File: config.mk
export PLATFORM = sky130hd
export DESIGN_NAME = s2ck_front
export DESIGN_NICKNAME = d
export VERILOG_FILES = /design/src/sv/s2ck_pkg.sv /design/src/sv/s2ck_front.sv
export SDC_FILE = /design/constraint.sdc
export NUM_CORES = 1
export LEC_CHECK = 0
export BUFFER_PORTS_ARGS = -buffer_cell sky130_fd_sc_hd__buf_2
export CAP_MARGIN = 20
export CORE_AREA = 2 2 218 220
export CTS_CLUSTER_DIAMETER = 80
export DETAILED_ROUTE_END_ITERATION = 8
export DIE_AREA = 0 0 220 222
export GPL_TIMING_DRIVEN = 0
export SLEW_MARGIN = 20
export SYNTH_ARGS = -nofsm -noshare
export SYNTH_HDL_FRONTEND = slang
export SYNTH_SLANG_ARGS = --single-unit
export TNS_END_PERCENT = 20
File: constraint.sdc
create_clock -name clk -period 11.56 [get_ports clk]
set_input_delay 2.312 -clock clk [delete_from_list [all_inputs] [get_ports clk]]
set_output_delay 2.312 -clock clk [all_outputs]
set_load 0.01 [all_outputs]
File: src/sv/s2ck_pkg.sv
// shared types and constants for the spherical to cartesian kinematics core
`timescale 1ns / 1ps

package s2ck_pkg;

    // default geometry of the angle and length formats
    localparam int ANGLE_BITS_DEF = 16;
    localparam int FRAC_BITS_DEF  = 16;

    // trig values are Q2.30
    localparam int TRIG_FRAC = 30;

    localparam logic [30:0] ONE_Q30      = 31'h4000_0000;
    localparam logic [32:0] TWO_PI_Q30   = 33'd6746518852;
    localparam logic [29:0] EIGHTH_TURN  = 30'h2000_0000;
    localparam logic [30:0] QUARTER_TURN = 31'h4000_0000;

    // reciprocals for exact floor division of values below 2^30
    localparam int SH_42 = 36;
    localparam int SH_56 = 36;
    localparam int SH_20 = 35;
    localparam int SH_30 = 35;
    localparam int SH_6  = 33;
    localparam int SH_12 = 34;

    localparam logic [31:0] RECIP_42 = 32'(((64'd1 << SH_42) + 64'd41) / 64'd42);
    localparam logic [31:0] RECIP_56 = 32'(((64'd1 << SH_56) + 64'd55) / 64'd56);
    localparam logic [31:0] RECIP_20 = 32'(((64'd1 << SH_20) + 64'd19) / 64'd20);
    localparam logic [31:0] RECIP_30 = 32'(((64'd1 << SH_30) + 64'd29) / 64'd30);
    localparam logic [31:0] RECIP_6  = 32'(((64'd1 << SH_6) + 64'd5) / 64'd6);
    localparam logic [31:0] RECIP_12 = 32'(((64'd1 << SH_12) + 64'd11) / 64'd12);

    // quadrant codes
    localparam logic [1:0] QUAD_I   = 2'd0;
    localparam logic [1:0] QUAD_II  = 2'd1;
    localparam logic [1:0] QUAD_III = 2'd2;

    // queue between front and back, power of two depth
    localparam int Q_DEPTH = 4;
    localparam int Q_PTR_W = $clog2(Q_DEPTH);
    localparam int Q_CNT_W = $clog2(Q_DEPTH + 1);

    typedef struct packed {
        logic [15:0]        azimuth;
        logic [15:0]        zenith;
        logic signed [31:0] range_len;
        logic signed [31:0] azimuth_rate;
        logic signed [31:0] zenith_rate;
        logic signed [31:0] range_rate;
        logic signed [31:0] azimuth_accel;
        logic signed [31:0] zenith_accel;
        logic signed [31:0] range_accel;
    } s2ck_track_t;

    typedef struct packed {
        logic signed [31:0] pos_x;
        logic signed [31:0] pos_y;
        logic signed [31:0] pos_z;
        logic signed [31:0] vel_x;
        logic signed [31:0] vel_y;
        logic signed [31:0] vel_z;
        logic signed [31:0] acc_x;
        logic signed [31:0] acc_y;
        logic signed [31:0] acc_z;
    } s2ck_cart_t;

    // angle folded into the first octant
    typedef struct packed {
        logic [29:0] frac;
        logic        swap;
        logic [1:0]  quad;
    } s2ck_oct_t;

    typedef struct packed {
        logic signed [31:0] range_len;
        logic signed [31:0] azimuth_rate;
        logic signed [31:0] zenith_rate;
        logic signed [31:0] range_rate;
        logic signed [31:0] azimuth_accel;
        logic signed [31:0] zenith_accel;
        logic signed [31:0] range_accel;
    } s2ck_rates_t;

    // classified item handed from front to back
    typedef struct packed {
        s2ck_oct_t   az;
        s2ck_oct_t   ze;
        s2ck_rates_t rates;
    } s2ck_work_t;

    typedef struct packed {
        logic signed [31:0] sin_az;
        logic signed [31:0] cos_az;
        logic signed [31:0] sin_ze;
        logic signed [31:0] cos_ze;
    } s2ck_trig_t;

endpackage

File: src/sv/s2ck_front.sv
// front stage: accepts track items and folds both angles into an octant
`timescale 1ns / 1ps

module s2ck_front #(
    parameter int ANGLE_BITS = s2ck_pkg::ANGLE_BITS_DEF
) (
    input  logic                 clk,
    input  logic                 rst_n,
    input  logic                 track_valid,
    output logic                 track_ready,
    input  s2ck_pkg::s2ck_track_t track,
    output logic                 push_valid,
    input  logic                 push_ready,
    output s2ck_pkg::s2ck_work_t push_data
);

    logic                 fv_reg;
    logic                 fv_next;
    s2ck_pkg::s2ck_work_t work_reg;
    s2ck_pkg::s2ck_work_t work_next;

    // widen to a 32 bit turn, wrap, and fold to the first octant
    function automatic s2ck_pkg::s2ck_oct_t fold(input logic [15:0] ang);
        logic [31:0]        turn;
        logic [29:0]        rem;
        s2ck_pkg::s2ck_oct_t o;
        turn = {16'b0, ang} << (32 - ANGLE_BITS);
        rem  = turn[29:0];
        o.quad = turn[31:30];
        if (rem <= s2ck_pkg::EIGHTH_TURN)
        begin
            o.frac = rem;
            o.swap = 1'b0;
        end
        else
        begin
            o.frac = 30'(s2ck_pkg::QUARTER_TURN - {1'b0, rem});
            o.swap = 1'b1;
        end
        return o;
    endfunction

    // classify the incoming item
    always_comb
    begin
        work_next.az                  = fold(track.azimuth);
        work_next.ze                  = fold(track.zenith);
        work_next.rates.range_len     = track.range_len;
        work_next.rates.azimuth_rate  = track.azimuth_rate;
        work_next.rates.zenith_rate   = track.zenith_rate;
        work_next.rates.range_rate    = track.range_rate;
        work_next.rates.azimuth_accel = track.azimuth_accel;
        work_next.rates.zenith_accel  = track.zenith_accel;
        work_next.rates.range_accel   = track.range_accel;
    end

    // holding register, free when empty or when the queue takes it
    assign track_ready = !fv_reg || push_ready;
    assign push_valid  = fv_reg;
    assign push_data   = work_reg;

    always_comb
    begin
        if (track_valid && track_ready)
            fv_next = 1'b1;
        else if (push_ready)
            fv_next = 1'b0;
        else
            fv_next = fv_reg;
    end

    always_ff @(posedge clk or negedge rst_n)
    begin
        if (!rst_n)
            fv_reg <= 1'b0;
        else
            fv_reg <= fv_next;
    end

    always_ff @(posedge clk)
    begin
        if (track_valid && track_ready)
            work_reg <= work_next;
    end

endmodule

Word-level counts from Yosys, hierarchy flattened
Index checks and enable logic that the tools add are counted.
{"block": "classes", "addsub": 2, "magnitude_cmp": 2, "n_mux": 4, "n_reduce_logical": 4}
{"op": "two-way mux 31 bit", "n": 2}
{"op": "<= comparator 30 bit, second input constant", "n": 2}
{"op": "subtractor 1 x 30 -> 30 bit, first input constant", "n": 2}
{"op": "two-way mux 1 bit", "n": 2}
{"op": "nonzero test 2 bit", "n": 1}
{"op": "logical AND 1 bit", "n": 1}
{"op": "zero test 1 bit", "n": 1}
{"op": "logical OR 1 bit", "n": 1}
{"block": "word_totals", "register_bits": 291, "elab_cells": 28}

Depth between registers and ports, before layout
{"block": "depth", "depth_word": 4, "ltp_mapped": 7}

Worst setup path before layout
OpenSTA, ideal clock, no wires.
{"block": "synth_path", "kind": "input -> register", "from": "in push_ready", "to": "reg work_reg (netlist bit push_data[0]), enable pin", "t_arrival_ns": 8.396, "path_slack_ns": 2.511, "cell_stages": 2, "path_buffers": 0, "path_cell_list": "nand2b_1 and2_1"}
{"block": "synth_via", "elab_chain_cells": 2}
{"element": "start: declaration", "line_no": "s2ck_front.sv:13", "source": "input logic push_ready,"}
{"element": "logical OR 1 bit", "line_no": "s2ck_front.sv:58", "source": "assign track_ready = !fv_reg || push_ready;"}
{"element": "logical AND 1 bit", "line_no": "s2ck_front.sv:82", "source": "if (track_valid && track_ready)"}
{"element": "end signal: assignment", "line_no": "s2ck_front.sv:83", "source": "work_reg <= work_next;"}
{"element": "end: declaration", "line_no": "s2ck_front.sv:19", "source": "s2ck_pkg::s2ck_work_t work_reg;"}
No other way between the ends.
A chain may end at the register's enable or synchronous reset.

Final worst setup path
{"block": "layout_path", "from": "in push_ready", "to": "out track_ready"}
{"block": "layout_via", "elab_chain_cells": 1}
{"element": "logical OR 1 bit", "line_no": "s2ck_front.sv:58"}
{"element": "end: declaration", "line_no": "s2ck_front.sv:10", "source": "output logic track_ready,"}
No other way between the ends.

==> results.md <==
- Longest Clk Path Bufs: 3
- Site row count: 79
- Crit path arrival time: 2.72 ns
- Top cell type by total area after synthesis: edfxtp_1
- Synthesized area: 8680 um2
- WL/cell: 17.1 um
- Outcome: complete, no violations
- Hold EP: push_valid
- Final ANT Viol Nets: 0
- DP HPWL: 22100 um
- Leakage: 5.61 nW
- Vias: 5758
- Max_slew headroom: 0.407
- DR iter-0 viols: 209
- Largest net degree at the start of global routing: 63
- Worst hold path type: reg -> reg
- Clock root buffer: clkbuf_16
- Core Box Area: 46300 um2
- Post-place setup slack: 6.53 ns
- Post-Route WL: 27600 um
- Reg2reg start: push_valid
- Final min period: 5.03 ns
- Post-CTS Setup Bufs: 0
- Reg2Reg Depth: 4
- Clock transition at path regs: 0.06 ns
- RSZ-0062 raised after global routing: no
- Final max-slew violation count: 0
- Placed cells: 1545
- # setup viols final: 0
- Metal1 wirelength: 10200 um
- Starting Density: 0.188
- DR WL met3: 3110 um
- Flop2flop setup slack: 9.71 ns
- DR vias/cell: 3.57
- Vias in the first global route: 5943
- Post-synthesis sequential area ratio: 0.895
- IO Port Bufs: 517
- Die area: 48800 um2
- Max_cap viols: 0
- Worst Path Required: 9.25 ns
- Cell count after synthesis: 385
- DR WL met2: 13400 um
- Share of layout cells above drive strength 1: 0.617
- Detailed Routing Iterations Pass 1: 4
- Synth warn: 0
- Sinks on Clock Net: 259
- Worst-Skew Late Latency: 0.52 ns
- Clock buffer count from CTS: 34
- Setup TNS: 0 ns
- Final Hold Viols: 0
- Worst-Margin Slew: 0.882 ns
- CP Max Fanout: 3
- Beginning of the worst hold path: push_valid
- Syn_area_per_cell: 22.6 um2
- PwrDens: 173 nW/um2
- Fin worst setup slack: 6.53 ns
- Flops & latches, synth: 259
- Synth unique cells: 33
- CP startpoint kind: input port
- First-pass GRT wire length: 38200 um
- Synth top area share: 0.892
- # H-tree levels: 2
- Peak VDD IR: 0.0996 mV
- Total grt overflow: 0
- Initial antenna violation count: 10
- DIE HEIGHT: 222 um
- Worst R2R End: push_data[288]
- Total power: 2.31 mW
- FMAX: 0.199 GHz
- Io pins: 552
- CTS resizes: 0
- Worst setup path category: in -> out
- Syn-to-layout area delta: 53.9%
- Fillcell total: 4706
- Nets: 1236
- Fin cells: 1612
- CTS tree: done
- DRC viols: 0
- Crit end category: output port
- Die X: 220 um
- Synth top area cells: edfxtp_1 (89%), buf_4 (2.8%), xnor2_1 (1.2%)
- Hold Crit Depth: 2
- Part of the cycle the worst path needs: 0.435
- Number of hold buffers added after CTS: 0
- Final Skew: 0.0171 ns
- Routability cong.: 0.814
- Overall global routing resource usage: 0.108
- Top Layer Used: met5
final cells by class:
class	count	area [um2]	share of cell area
well taps	607	759	0.0568
clock inverters	21	180	0.0135
clock buffers	40	895	0.0670
repair buffers	522	2710	0.203
multi-input cells	116	754	0.0565
plain buffers	34	248	0.0185
flip-flops and latches	259	7770	0.582
diodes	6	15.0	0.00112
inverters	7	26.3	0.00197
kinds of logic after synthesis:
logic type	share of synthesized area
adder cells (fa/ha/maj)	0.00288
buffers and inverters	0.0316
AO/OA/AOI/OAI	0.0218
multiplexers	0.00432
AND/OR/NAND/NOR	0.0257
XOR/XNOR	0.0182
other	0.000432
flip-flops	0.895
metrics by stage:
step	hold WS, ns	utilization	area (um2)
after floorplan	0.622	-	8800
after global placement	0.502	0.263	12100
after detailed placement	0.537	0.265	12300
after CTS	0.550	0.288	13300
after global routing	0.616	0.289	13400
final	0.551	0.289	13400
worst max-delay path: stages:
cell and delay (ns):
buf_2 0.09, nand2b_1 0.16, buf_2 0.15
worst max-delay path by stage:
stage,endpoint,depth (start not counted),start
final,track_ready,3,push_ready
after global routing,track_ready,3,push_ready
after CTS,track_ready,3,push_ready
after detailed placement,track_ready,3,push_ready
after global placement,push_data[105],3,push_ready
after floorplan,push_data[0],2,push_ready
synthesized netlist by cell type, drive strengths merged:
cell and number:
a2111oi 1, a21oi 7, a31oi 3, and2 1, buf 32, clkbuf 2, conb 1, dfrtp 1
edfxtp 258, ha 2, inv 7, mux2 3, nand2 7, nand2b 5, nand3 1, nand3b 2
nor2 6, nor3 4, nor4 4, o21ai 5, o31ai 3, o41ai 4, or2 2, or3b 2
or4 4, xnor2 12, xor2 6
cells in the final DEF (no fill, tap or decap), types with 3 or more instances in the layout:
master and instances:
o21ai_1 3, edfxtp_1 258, xor2_1 6, buf_16 3, xnor2_1 12, nand2b_1 5
conb_1 32, nand2_1 7, clkbuf_16 35, buf_2 517, inv_8 3, nor4_1 4
clkinv_8 3, nor2_1 6, clkbuf_1 7, diode_2 6, a31oi_1 3, nor3_1 4
clkinv_2 5, or4_4 3, buf_4 32, clkinv_1 7, inv_1 6, a21oi_1 7
registers in the layout, indices dropped and copies added, names as in the netlist:
register,flops
push_valid,1
push_data,258
layer usage:
layer  GRT usage  vias up
li1            -     2635
met1       0.119     2728
met2       0.178      338
met3      0.0457       55
met4      0.0500        2
met5           0        -
where the power goes:
| part | total, mW | internal, mW | leakage, nW | switching, mW |
|---|---|---|---|---|
| clock | 1.00 | 0.587 | 0.525 | 0.415 |
| sequential | 1.11 | 1.10 | 2.47 | 0.0131 |
| combinational | 0.193 | 0.0842 | 2.61 | 0.109 |
| total | 2.31 | 1.77 | 5.61 | 0.537 |
(Power assumes the default switching activity.)
