<file path="config.mk">
export PLATFORM = sky130hd
export DESIGN_NAME = s2ck_queue
export DESIGN_NICKNAME = d
export VERILOG_FILES = /design/src/sv/s2ck_pkg.sv /design/src/sv/s2ck_queue.sv
export SDC_FILE = /design/constraint.sdc
export NUM_CORES = 1
export LEC_CHECK = 0
export BUFFER_PORTS_ARGS = -buffer_cell sky130_fd_sc_hd__buf_2
export CAP_MARGIN = 25
export CORE_UTILIZATION = 51
export CTS_CLUSTER_DIAMETER = 30
export CTS_CLUSTER_SIZE = 16
export DETAILED_ROUTE_END_ITERATION = 6
export GPL_TIMING_DRIVEN = 0
export PLACE_DENSITY = 0.79
export SLEW_MARGIN = 30
export SYNTH_ARGS = -nofsm -noshare
export SYNTH_HDL_FRONTEND = slang
export SYNTH_SLANG_ARGS = --single-unit
</file>
<file path="constraint.sdc">
create_clock -name clk -period 7.3 [get_ports clk]
set_input_delay 0.73 -clock clk [delete_from_list [all_inputs] [get_ports clk]]
set_output_delay 0.73 -clock clk [all_outputs]
set_load 0.005 [all_outputs]
</file>
<file path="src/sv/s2ck_pkg.sv">
// shared types and constants for the spherical to cartesian kinematics core
`timescale 1ns / 1ps

package s2ck_pkg;

    // default geometry of the angle and length formats
    localparam int ANGLE_BITS_DEF = 16;
    localparam int FRAC_BITS_DEF  = 16;

    // trig values are Q2.30
    localparam int TRIG_FRAC = 30;

    localparam logic [30:0] ONE_Q30      = 31'h4000_0000;
    localparam logic [32:0] TWO_PI_Q30   = 33'd6746518852;
    localparam logic [29:0] EIGHTH_TURN  = 30'h2000_0000;
    localparam logic [30:0] QUARTER_TURN = 31'h4000_0000;

    // reciprocals for exact floor division of values below 2^30
    localparam int SH_42 = 36;
    localparam int SH_56 = 36;
    localparam int SH_20 = 35;
    localparam int SH_30 = 35;
    localparam int SH_6  = 33;
    localparam int SH_12 = 34;

    localparam logic [31:0] RECIP_42 = 32'(((64'd1 << SH_42) + 64'd41) / 64'd42);
    localparam logic [31:0] RECIP_56 = 32'(((64'd1 << SH_56) + 64'd55) / 64'd56);
    localparam logic [31:0] RECIP_20 = 32'(((64'd1 << SH_20) + 64'd19) / 64'd20);
    localparam logic [31:0] RECIP_30 = 32'(((64'd1 << SH_30) + 64'd29) / 64'd30);
    localparam logic [31:0] RECIP_6  = 32'(((64'd1 << SH_6) + 64'd5) / 64'd6);
    localparam logic [31:0] RECIP_12 = 32'(((64'd1 << SH_12) + 64'd11) / 64'd12);

    // quadrant codes
    localparam logic [1:0] QUAD_I   = 2'd0;
    localparam logic [1:0] QUAD_II  = 2'd1;
    localparam logic [1:0] QUAD_III = 2'd2;

    // queue between front and back, power of two depth
    localparam int Q_DEPTH = 4;
    localparam int Q_PTR_W = $clog2(Q_DEPTH);
    localparam int Q_CNT_W = $clog2(Q_DEPTH + 1);

    typedef struct packed {
        logic [15:0]        azimuth;
        logic [15:0]        zenith;
        logic signed [31:0] range_len;
        logic signed [31:0] azimuth_rate;
        logic signed [31:0] zenith_rate;
        logic signed [31:0] range_rate;
        logic signed [31:0] azimuth_accel;
        logic signed [31:0] zenith_accel;
        logic signed [31:0] range_accel;
    } s2ck_track_t;

    typedef struct packed {
        logic signed [31:0] pos_x;
        logic signed [31:0] pos_y;
        logic signed [31:0] pos_z;
        logic signed [31:0] vel_x;
        logic signed [31:0] vel_y;
        logic signed [31:0] vel_z;
        logic signed [31:0] acc_x;
        logic signed [31:0] acc_y;
        logic signed [31:0] acc_z;
    } s2ck_cart_t;

    // angle folded into the first octant
    typedef struct packed {
        logic [29:0] frac;
        logic        swap;
        logic [1:0]  quad;
    } s2ck_oct_t;

    typedef struct packed {
        logic signed [31:0] range_len;
        logic signed [31:0] azimuth_rate;
        logic signed [31:0] zenith_rate;
        logic signed [31:0] range_rate;
        logic signed [31:0] azimuth_accel;
        logic signed [31:0] zenith_accel;
        logic signed [31:0] range_accel;
    } s2ck_rates_t;

    // classified item handed from front to back
    typedef struct packed {
        s2ck_oct_t   az;
        s2ck_oct_t   ze;
        s2ck_rates_t rates;
    } s2ck_work_t;

    typedef struct packed {
        logic signed [31:0] sin_az;
        logic signed [31:0] cos_az;
        logic signed [31:0] sin_ze;
        logic signed [31:0] cos_ze;
    } s2ck_trig_t;

endpackage

</file>
<file path="src/sv/s2ck_queue.sv">
// short queue between the front and the back
`timescale 1ns / 1ps

module s2ck_queue (
    input  logic                 clk,
    input  logic                 rst_n,
    input  logic                 push_valid,
    output logic                 push_ready,
    input  s2ck_pkg::s2ck_work_t push_data,
    output logic                 pop_valid,
    input  logic                 pop_ready,
    output s2ck_pkg::s2ck_work_t pop_data
);

    s2ck_pkg::s2ck_work_t             mem [s2ck_pkg::Q_DEPTH];
    logic [s2ck_pkg::Q_PTR_W-1:0] wr_ptr_reg;
    logic [s2ck_pkg::Q_PTR_W-1:0] wr_ptr_next;
    logic [s2ck_pkg::Q_PTR_W-1:0] rd_ptr_reg;
    logic [s2ck_pkg::Q_PTR_W-1:0] rd_ptr_next;
    logic [s2ck_pkg::Q_CNT_W-1:0] count_reg;
    logic [s2ck_pkg::Q_CNT_W-1:0] count_next;
    logic                         push;
    logic                         pop;

    assign push_ready = (count_reg != s2ck_pkg::Q_CNT_W'(s2ck_pkg::Q_DEPTH));
    assign pop_valid  = (count_reg != '0);
    assign pop_data   = mem[rd_ptr_reg];
    assign push       = push_valid && push_ready;
    assign pop        = pop_valid && pop_ready;

    // pointers wrap naturally at a power of two depth
    always_comb
    begin
        wr_ptr_next = push ? wr_ptr_reg + 1'b1 : wr_ptr_reg;
        rd_ptr_next = pop ? rd_ptr_reg + 1'b1 : rd_ptr_reg;
        count_next  = count_reg;
        if (push && !pop)
            count_next = count_reg + 1'b1;
        else if (pop && !push)
            count_next = count_reg - 1'b1;
    end

    always_ff @(posedge clk or negedge rst_n)
    begin
        if (!rst_n)
        begin
            wr_ptr_reg <= '0;
            rd_ptr_reg <= '0;
            count_reg  <= '0;
        end
        else
        begin
            wr_ptr_reg <= wr_ptr_next;
            rd_ptr_reg <= rd_ptr_next;
            count_reg  <= count_next;
        end
    end

    // storage
    always_ff @(posedge clk)
    begin
        if (push)
            mem[wr_ptr_reg] <= push_data;
    end

`ifndef SYNTHESIS
    a_count_bound: assert property (@(posedge clk) disable iff (!rst_n)
        count_reg <= s2ck_pkg::Q_CNT_W'(s2ck_pkg::Q_DEPTH))
        else $error("queue count above depth");

    a_count_inc: assert property (@(posedge clk) disable iff (!rst_n)
        (push && !pop) |=> count_reg == $past(count_reg) + 1'b1)
        else $error("queue count missed a push");

    a_ptr_gap: assert property (@(posedge clk) disable iff (!rst_n)
        (count_reg == '0) |-> (wr_ptr_reg == rd_ptr_reg))
        else $error("queue pointers apart while empty");
`endif

endmodule

</file>
# Yosys cells after proc, flatten, opt, wreduce, memory -nomap -nowiden
# Memories as Yosys holds them, arrays and structs flattened.
# Index checks and enable logic that the tools add are counted.
# classes
addsub,4
n_eq_ne,1
muxes,4
reduce_logical,8
# ops
op,n
$mux 3,2
$add 2x1->2 const B,2
$logic_and 1x1->1,4
$add 3x1->3 const B,1
$ne 3x3->1 const B,1
$reduce_bool 3->1,1
$sub 3x1->3 const B,1
$logic_not 1->1,2
$mux 1,2
$reduce_bool 2->1,1
# word_totals
ff_bits,7
ram_bits,1160
elab_cells,21
n_memories,1
# mem_list
name,words,word_bits,read_ports,rd_clocked_by_memory_dff,write_ports,line,rtl
mem,4,290,1,0,1,s2ck_queue.sv:15,s2ck_pkg::s2ck_work_t mem [s2ck_pkg::Q_DEPTH];

# Logic depth before layout (Yosys ltp)
# Gate-level depths: netlist of run 1.
# logic_depth
depth_word,6
depth_mapped,8
depth_no_buf,8

# Least setup slack after synthesis of run 1
# No wires, ideal clock.
# synth_path
path_type,input-to-reg
start,input port push_valid
end,"memory mem[0][0] (netlist bit), enable pin"
setup_time_ns,0.688
t_arrival_ns,7.611
t_required_ns,6.612
setup_slack_ns,-1.000
cell_stages,2
n_path_buf,0
path_cell_list,a21boi_2 and2_1
# synth_via
elab_chain_cells,3
# synth_lines
element,line,rtl
from (decl),s2ck_queue.sv:7,"input logic push_valid,"
$logic_and 1x1->1,s2ck_queue.sv:28,assign push = push_valid && push_ready;
$mux 1,s2ck_queue.sv:62,if (push)
$mux 1 (implied by the code),s2ck_queue.sv:63,mem[wr_ptr_reg] <= push_data;
to (decl),s2ck_queue.sv:15,
# Every way passes these cells.

==> metrics.md, run 1 <==
| Metric | Value |
|---|---|
| Status | finished clean |
| CP top delay family | buffers and inverters |
| Final hold violation count | 0 |
| Avg Cell Area, Syn | between 20 and 30 um^2 |
| Hold_ws | around 0.16 ns |
| Tmin final | around 3.7 ns |
| Switching part of the total power | 28.2% |
| Synth Area in XOR/XNOR | less than 1% |
| Fin crit share | a little over 50% |
| Type of origin of the critical path | register |
| Cell internal pwr | about 18000 uW |
| Via density | around 5.7 |
| Area leader, netlist | edfxtp_1 |
| Top area cells in the synthesized netlist | edfxtp_1 (82%), mux4_2 (15%), buf_12 (1.4%), dfrtp_1 (0.41%), buf_2 (0.34%) |
| Area share of fa/ha/maj cells after synthesis | less than 1% |
| Wire per inst | 27.9 um |
| # nets final | between 2000 and 3000 |
| Largest stage delay, worst path | ~0.67 ns |
| Max reg flops | roughly 1200 |
| Via count | between 20000 and 25000 |
| Die W | a little under 300 um |
| Synth Instances | 1550 |
| Hold Crit Class | in2reg |
| Dpl hpwl | just under 60000 um |
| Area share of and/or/nand/nor cells after synthesis | less than 1% |
| Initial drt markers | 1474 |
| Total clock sinks | between 1000 and 1500 |
| H-Tree Depth | 4 |
| Die H | around 290 um |
| CP max-delay cell | clkbuf_1 |
| Mapped Area | around 43000 um^2 |
| Worst-path fanout max | 10 |
| Flop pwr share | about 37% |
| Number of remaining DRC errors | 0 |
| Most common cell after layout, fill and taps aside | edfxtp_1 |
| Clock Root Buffer | clkbuf_16 |
| Total GRT Usage | between 20% and 30% |
| PwrDens | 454 nW/um^2 |
| Die area | about 85000 um^2 |
| Top-area cell type share of the netlist area | between 80% and 90% |
| VDD IR-drop max | 0.000334 V |
| Drt total wl | around 100000 um |
| TritonCTS clock tree | done |
| Worst skew pair latency | slightly below 0.8 ns |
| Dpl cell area | between 40000 and 50000 um^2 |
| Vias in the first global route | 22200 |
| Worst-Margin Slew | approximately 0.85 ns |
| Worst Path Arrival | slightly below 3 ns |
| FILL cells | ~5000 |
| Initial antenna violation count | 29 |
| Mapped Nets | roughly 1900 |
| Main combinational cell family by area after synthesis | multiplexers |
| RSZ-0062 raised after global routing | no |
| Total net switching power | slightly below 7000 uW |
| Io pins | around 600 |
| Combinational share of power | a little over a quarter |
| CP Data Required Time | about 6.6 ns |
| Total grt overflow | 0 |
| Starting Density | about half |
| Clk_skew | between 0.02 and 0.03 ns |
| Clock Tree Buf Depth | 3 |
| Core Area | approximately 82000 um^2 |
| Final setup violating endpoints | 0 |
| Yosys reg bits | roughly 1200 |
| Final Slew Violations | 0 |
| CP Class | reg2out |
| Post-synth cell types | 21 |
| Port Buffer Count | between 500 and 600 |
| Buf/Inv on CP | 3 |
| Drt first pass iters | 5 |
| First-pass GRT wire length | between 100000 and 150000 um |
| Post_cts resized | 0 |
| Number of routed nets with antenna violations | 0 |
| CTS clk-pin slew, worst paths | 0.05 ns |
| Util after Layout | between 60% and 70% |
| Total Power | approximately 25000 uW |
| Share of cells above drive strength 1 | between 50% and 60% |
| Postcts setup bufs | 0 |
| Clk pwr share | between 30% and 40% |
| Most frequent cells in the layout | edfxtp_1 (1160), buf_2 (614), mux4_2 (290), clkbuf_16 (184), buf_12 (48) |
| P&R area growth vs syn | 27.0% |
| Max Fclk | ~270 MHz |
| Design area | 54100 um^2 |
| Compound-Gate Fraction of Synth Area | less than 1% |
| Placer Congestion | about 0.77 |
| LEAKAGE | roughly 0.019 uW |
| CTS buffer count | between 150 and 200 |
| Seq/Total Area, Yosys | between 80% and 90% |
| Mux contribution to synthesized area | roughly 15% |
| CP cell instances | clkbuf_1 -> buf_2 -> mux4_2 -> buf_2 |
| Crit end category | output pin |
| Row cnt | 105 |
| Most frequent CP cell | buf_2 |
| Slew headroom | approximately 43% |
| Total of max-cap violations | 0 |
| Yosys Warn Count | 0 |
| Largest net degree at the start of global routing | 44 |
-- what timing repair did --
action,CTS,global route
hold endpoints to repair,7,0
setup endpoints to repair,0,0
hold buffers,1,0
-- path summary, 6_finish.rpt --
check                           cells past startpoint            from            end  slack (ns)
worst max-delay path                                4   rd_ptr_reg[1]  pop_data[119]        3.61
worst min-delay path                                1  push_data[113]    mem[2][113]        0.16
worst max register to register                      8    count_reg[0]    mem[2][284]        4.17
worst min register to register                      1    count_reg[2]   count_reg[2]        0.56
max in group asynchronous                           2           rst_n  wr_ptr_reg[1]        6.72
min in group asynchronous                           2           rst_n   count_reg[2]        0.41
-- cell families (layout without fill, tap and decap cells) --
kind of cell,after synthesis,after routing
adder cells (fa/ha/maj),6,6
flip-flops,1167,1167
XOR/XNOR,6,6
multiplexers,292,292
buffers and inverters,68,1024
AO/OA/AOI/OAI,1,1
AND/OR/NAND/NOR,10,10
other,0,26
-- layer usage --
metal / up-vias / routed length, um / GRT usage [%]
met1: 10600 / 34100 / 26.8
met3: 226 / 9530 / 8.43
met4: 22 / 3380 / 9.99
met2: 1087 / 53200 / 41.5
li1: 8508 / - / -
met5: - / 181 / 0
-- power groups by stage --
stage / Sequential [uW] / Combinational (uW) / Clock, uW
after floorplan: 9350 / 3690 / 0
after global routing: 9270 / 6840 / 9280
final: 9190 / 6480 / 8880
after CTS: 9200 / 6580 / 9000
after detailed placement: 9250 / 6420 / 0
after global placement: 9550 / 6050 / 0
-- area by class of cell --
type	count	area (um^2)	area share, %
well taps	1070	1340	2.48
clock buffers	204	4680	8.66
flip-flops and latches	1167	35000	64.8
repair buffers	618	3680	6.81
multi-input cells	315	6760	12.5
inverters	3	11.3	0.0208
clock inverters	134	1710	3.17
diodes	26	65.1	0.120
plain buffers	65	792	1.47
-- per-stage QoR --
stage / instances / TNS (ns) / setup slack (ns)
after floorplan: 1550 / 0 / 2.26
after global placement: 3205 / -324.74 / -0.345
after detailed placement: 3237 / 0 / 3.89
after CTS: 3576 / 0 / 3.51
after global routing: 3589 / 0 / 3.51
final: 3602 / 0 / 3.61
-- cell usage after synthesis --
cell	n
edfxtp_1	1160
mux4_2	290
buf_12	30
buf_2	29
dfrtp_1	7
ha_1	5
and2_1	4
xnor2_1	4
clkbuf_1	3
inv_1	3
mux2_2	2
nand2_1	2
nor2_1	2
xor2_1	2
a21boi_2	1
buf_4	1
buf_6	1
buf_8	1
fa_1	1
nand3_1	1
or3_1	1
Note: power is estimated with default switching activity, not from simulation.
==> run 2: changes to the inputs <==
--- a/config.mk
+++ b/config.mk
@@ -7,12 +7,12 @@
 export LEC_CHECK = 0
 export BUFFER_PORTS_ARGS = -buffer_cell sky130_fd_sc_hd__buf_2
 export CAP_MARGIN = 25
-export CORE_UTILIZATION = 51
+export CORE_UTILIZATION = 57
 export CTS_CLUSTER_DIAMETER = 30
 export CTS_CLUSTER_SIZE = 16
 export DETAILED_ROUTE_END_ITERATION = 6
 export GPL_TIMING_DRIVEN = 0
-export PLACE_DENSITY = 0.79
+export PLACE_DENSITY = 0.83
 export SLEW_MARGIN = 30
 export SYNTH_ARGS = -nofsm -noshare
 export SYNTH_HDL_FRONTEND = slang
==> constraint.sdc (replaced) <==
create_clock -name clk -period 3.5 [get_ports clk]
set_input_delay 0.35 -clock clk [delete_from_list [all_inputs] [get_ports clk]]
set_output_delay 0.35 -clock clk [all_outputs]
set_load 0.005 [all_outputs]
==> run 2 against run 1 <==
Compared with the run above: largest cell class unchanged; routed wire length grew 22%; critical endpoint is now pop_data[36]; clock power is 110% higher; final cell count grew 4.5%; worst hold slack got worse by 0.073 ns; global-route usage is 8.4 points higher; total power up 110%; clock skew up 0.033 ns; core utilization increased by 12 points; cell area grew 4.8%; combinational power rose by 130%; die area down 10%.
==> metrics.md, run 2 (synthesis gave the netlist of run 1 again) <==
| Metric | Value |
|---|---|
| Drt total wl | 123000 um (+22%) |
| Total Power | 52400 uW (+110%) |
| LEAKAGE | 0.0199 uW (+5.9%) |
| Placer Congestion | 0.801 (+4.4%) |
| Type of origin of the critical path | register |
| Initial antenna violation count | 12 (-59%) |
| Number of routed nets with antenna violations | 0 (unchanged) |
| Clock Tree Buf Depth | 3 (unchanged) |
| PwrDens | 924 nW/um^2 (+100%) |
| Hold bufs inserted after CTS | 292 (+291) |
| Largest stage delay, worst path | 0.64 ns (-0.03 ns) |
| Final WS setup | 0.310 ns (-3.30 ns) |
| CTS clk-pin slew, worst paths | 0.05 ns (about the same) |
| Drt first pass iters | 5 (unchanged) |
| DP Worst Slack | 0.741 ns (-3.15 ns) |
| Clock Root Buffer | clkbuf_16 |
| Final setup violating endpoints | 0 (unchanged) |
| Die W | 275 um (-5.4%) |
| H-Tree Depth | 4 (unchanged) |
| Core Area | 73500 um^2 (-11%) |
| Util after Layout | 77.2% (+12 points) |
| CP Data Required Time | 3.15 ns (-3.42 ns) |
| Post_cts resized | 0 (unchanged) |
| CP top delay family | buffers and inverters |
| VDD IR-drop max | 0.000836 V (+150%) |
| Final Slew Violations | 0 (unchanged) |
| Row cnt | 99 (-5.7%) |
| FILL cells | 3366 (-31%) |
| Hold Crit Class | in2async |
| Largest net degree at the start of global routing | 43 (-2.3%) |
| Final hold violation count | 0 (unchanged) |
| Total clock sinks | 1167 (unchanged) |
| Total grt overflow | 0 (unchanged) |
| Crit end category | output pin |
| Status | finished clean |
| CP cell instances | clkbuf_1 -> buf_2 -> mux4_2 -> buf_2 |
| CP Class | reg2out |
| Die area | 75800 um^2 (-10%) |
| Starting Density | 57.9% (+6.3 points) |
| Worst skew pair latency | 0.76 ns (about the same) |
| CP max-delay cell | clkbuf_1 |
| Io pins | 586 (unchanged) |
| Vias in the first global route | 25000 (+13%) |
| R2r setup slk | 0.70 ns (-3.47 ns) |
| Clk_skew | 0.0598 ns (+0.0335 ns) |
| Total GRT Usage | 32.3% (+8.4 points) |
| Most common cell after layout, fill and taps aside | edfxtp_1 |
| Total of max-cap violations | 0 (unchanged) |
| Buf/Inv on CP | 3 (unchanged) |
| TritonCTS clock tree | done |
| Via count | 23200 (+13%) |
| Share of cells above drive strength 1 | 45.8% (-5.3 points) |
| Number of remaining DRC errors | 0 (unchanged) |
| Tmin final | ~3.2 ns |
| Max Fclk | between 300 and 400 MHz |
| Postcts setup bufs | 0 (unchanged) |
| Max reg flops | 1160 (unchanged) |
| Hold_ws | 0.0899 ns (-0.0734 ns) |
| CTS buffer count | 177 (-2.7%) |
| Most frequent CP cell | buf_2 |
| Worst-Margin Slew | 0.837 ns (-0.0153 ns) |
| Most frequent cells in the layout | edfxtp_1 (1160), buf_2 (614), dlygate4sd3_1 (292), mux4_2 (290), clkbuf_16 (177) |
| RSZ-0062 raised after global routing | no |
| Via density | 6.16 (+8.6%) |
| P&R area growth vs syn | 33.1% |
| Initial drt markers | 2630 (+78%) |
| Worst-path fanout max | 10 (unchanged) |
| Fin crit share | between 90% and 100% |
| Dpl hpwl | 62100 um (+4.3%) |
| Worst Path Arrival | 2.84 ns (-0.12 ns) |
| Port Buffer Count | 585 (unchanged) |
| First-pass GRT wire length | 172000 um (+18%) |
| # nets final | 2939 (+11%) |
| Die H | 275 um (-5.4%) |
| Wire per inst | 32.6 um (+17%) |
| Slew headroom | 44.2% (+1.0 points) |
[run 2: final timing paths]
check	start	to	cells after the start
max in group asynchronous	rst_n	wr_ptr_reg[0]	2
min reg2reg	wr_ptr_reg[1]	wr_ptr_reg[1]	1
min	rst_n	rd_ptr_reg[0]	2
max	rd_ptr_reg[1]	pop_data[36]	4
max reg2reg	count_reg[0]	mem[3][139]	7
min in group clk	push_valid	wr_ptr_reg[0]	3
[run 2: stage by stage]
step | cells | instance area, um^2 | TNS (ns)
2_1_floorplan | 1550 | 42600 | -1484.91
3_3_place_gp | 3094 | 46700 | -4479.35
3_5_place_dp | 3127 | 47500 | 0
4_1_cts | 3753 | 56600 | 0
5_1_grt | 3761 | 56700 | 0
6_report | 3765 | 56700 | 0
[run 2: layer usage]
metal	vias to the layer above	wire length, um	track usage [%]
li1	9050	-	-
met1	11900	38800	36.2
met2	1814	64800	56.5
met3	403	12500	9.15
met4	6	6570	16.3
met5	-	34	0
[run 2: layout make-up]
| class | count | area (um^2) | share of cell area [%] |
|---|---|---|---|
| timing repair buffer | 910 | 6620 | 11.7 |
| clock buffer | 194 | 4490 | 7.93 |
| clock inverter | 140 | 1750 | 3.09 |
| sequential | 1167 | 35000 | 61.8 |
| tap | 959 | 1200 | 2.12 |
| multi-input combinational | 315 | 6760 | 11.9 |
| inverter | 3 | 11.3 | 0.0199 |
| antenna | 12 | 30.0 | 0.0530 |
| buffer | 65 | 792 | 1.40 |
[run 2: report_power, final]
part           internal (uW)  switching (uW)  total, uW
Sequential             18500             901      19400
Clock                  11200            7190      18400
Combinational           6700            7860      14600
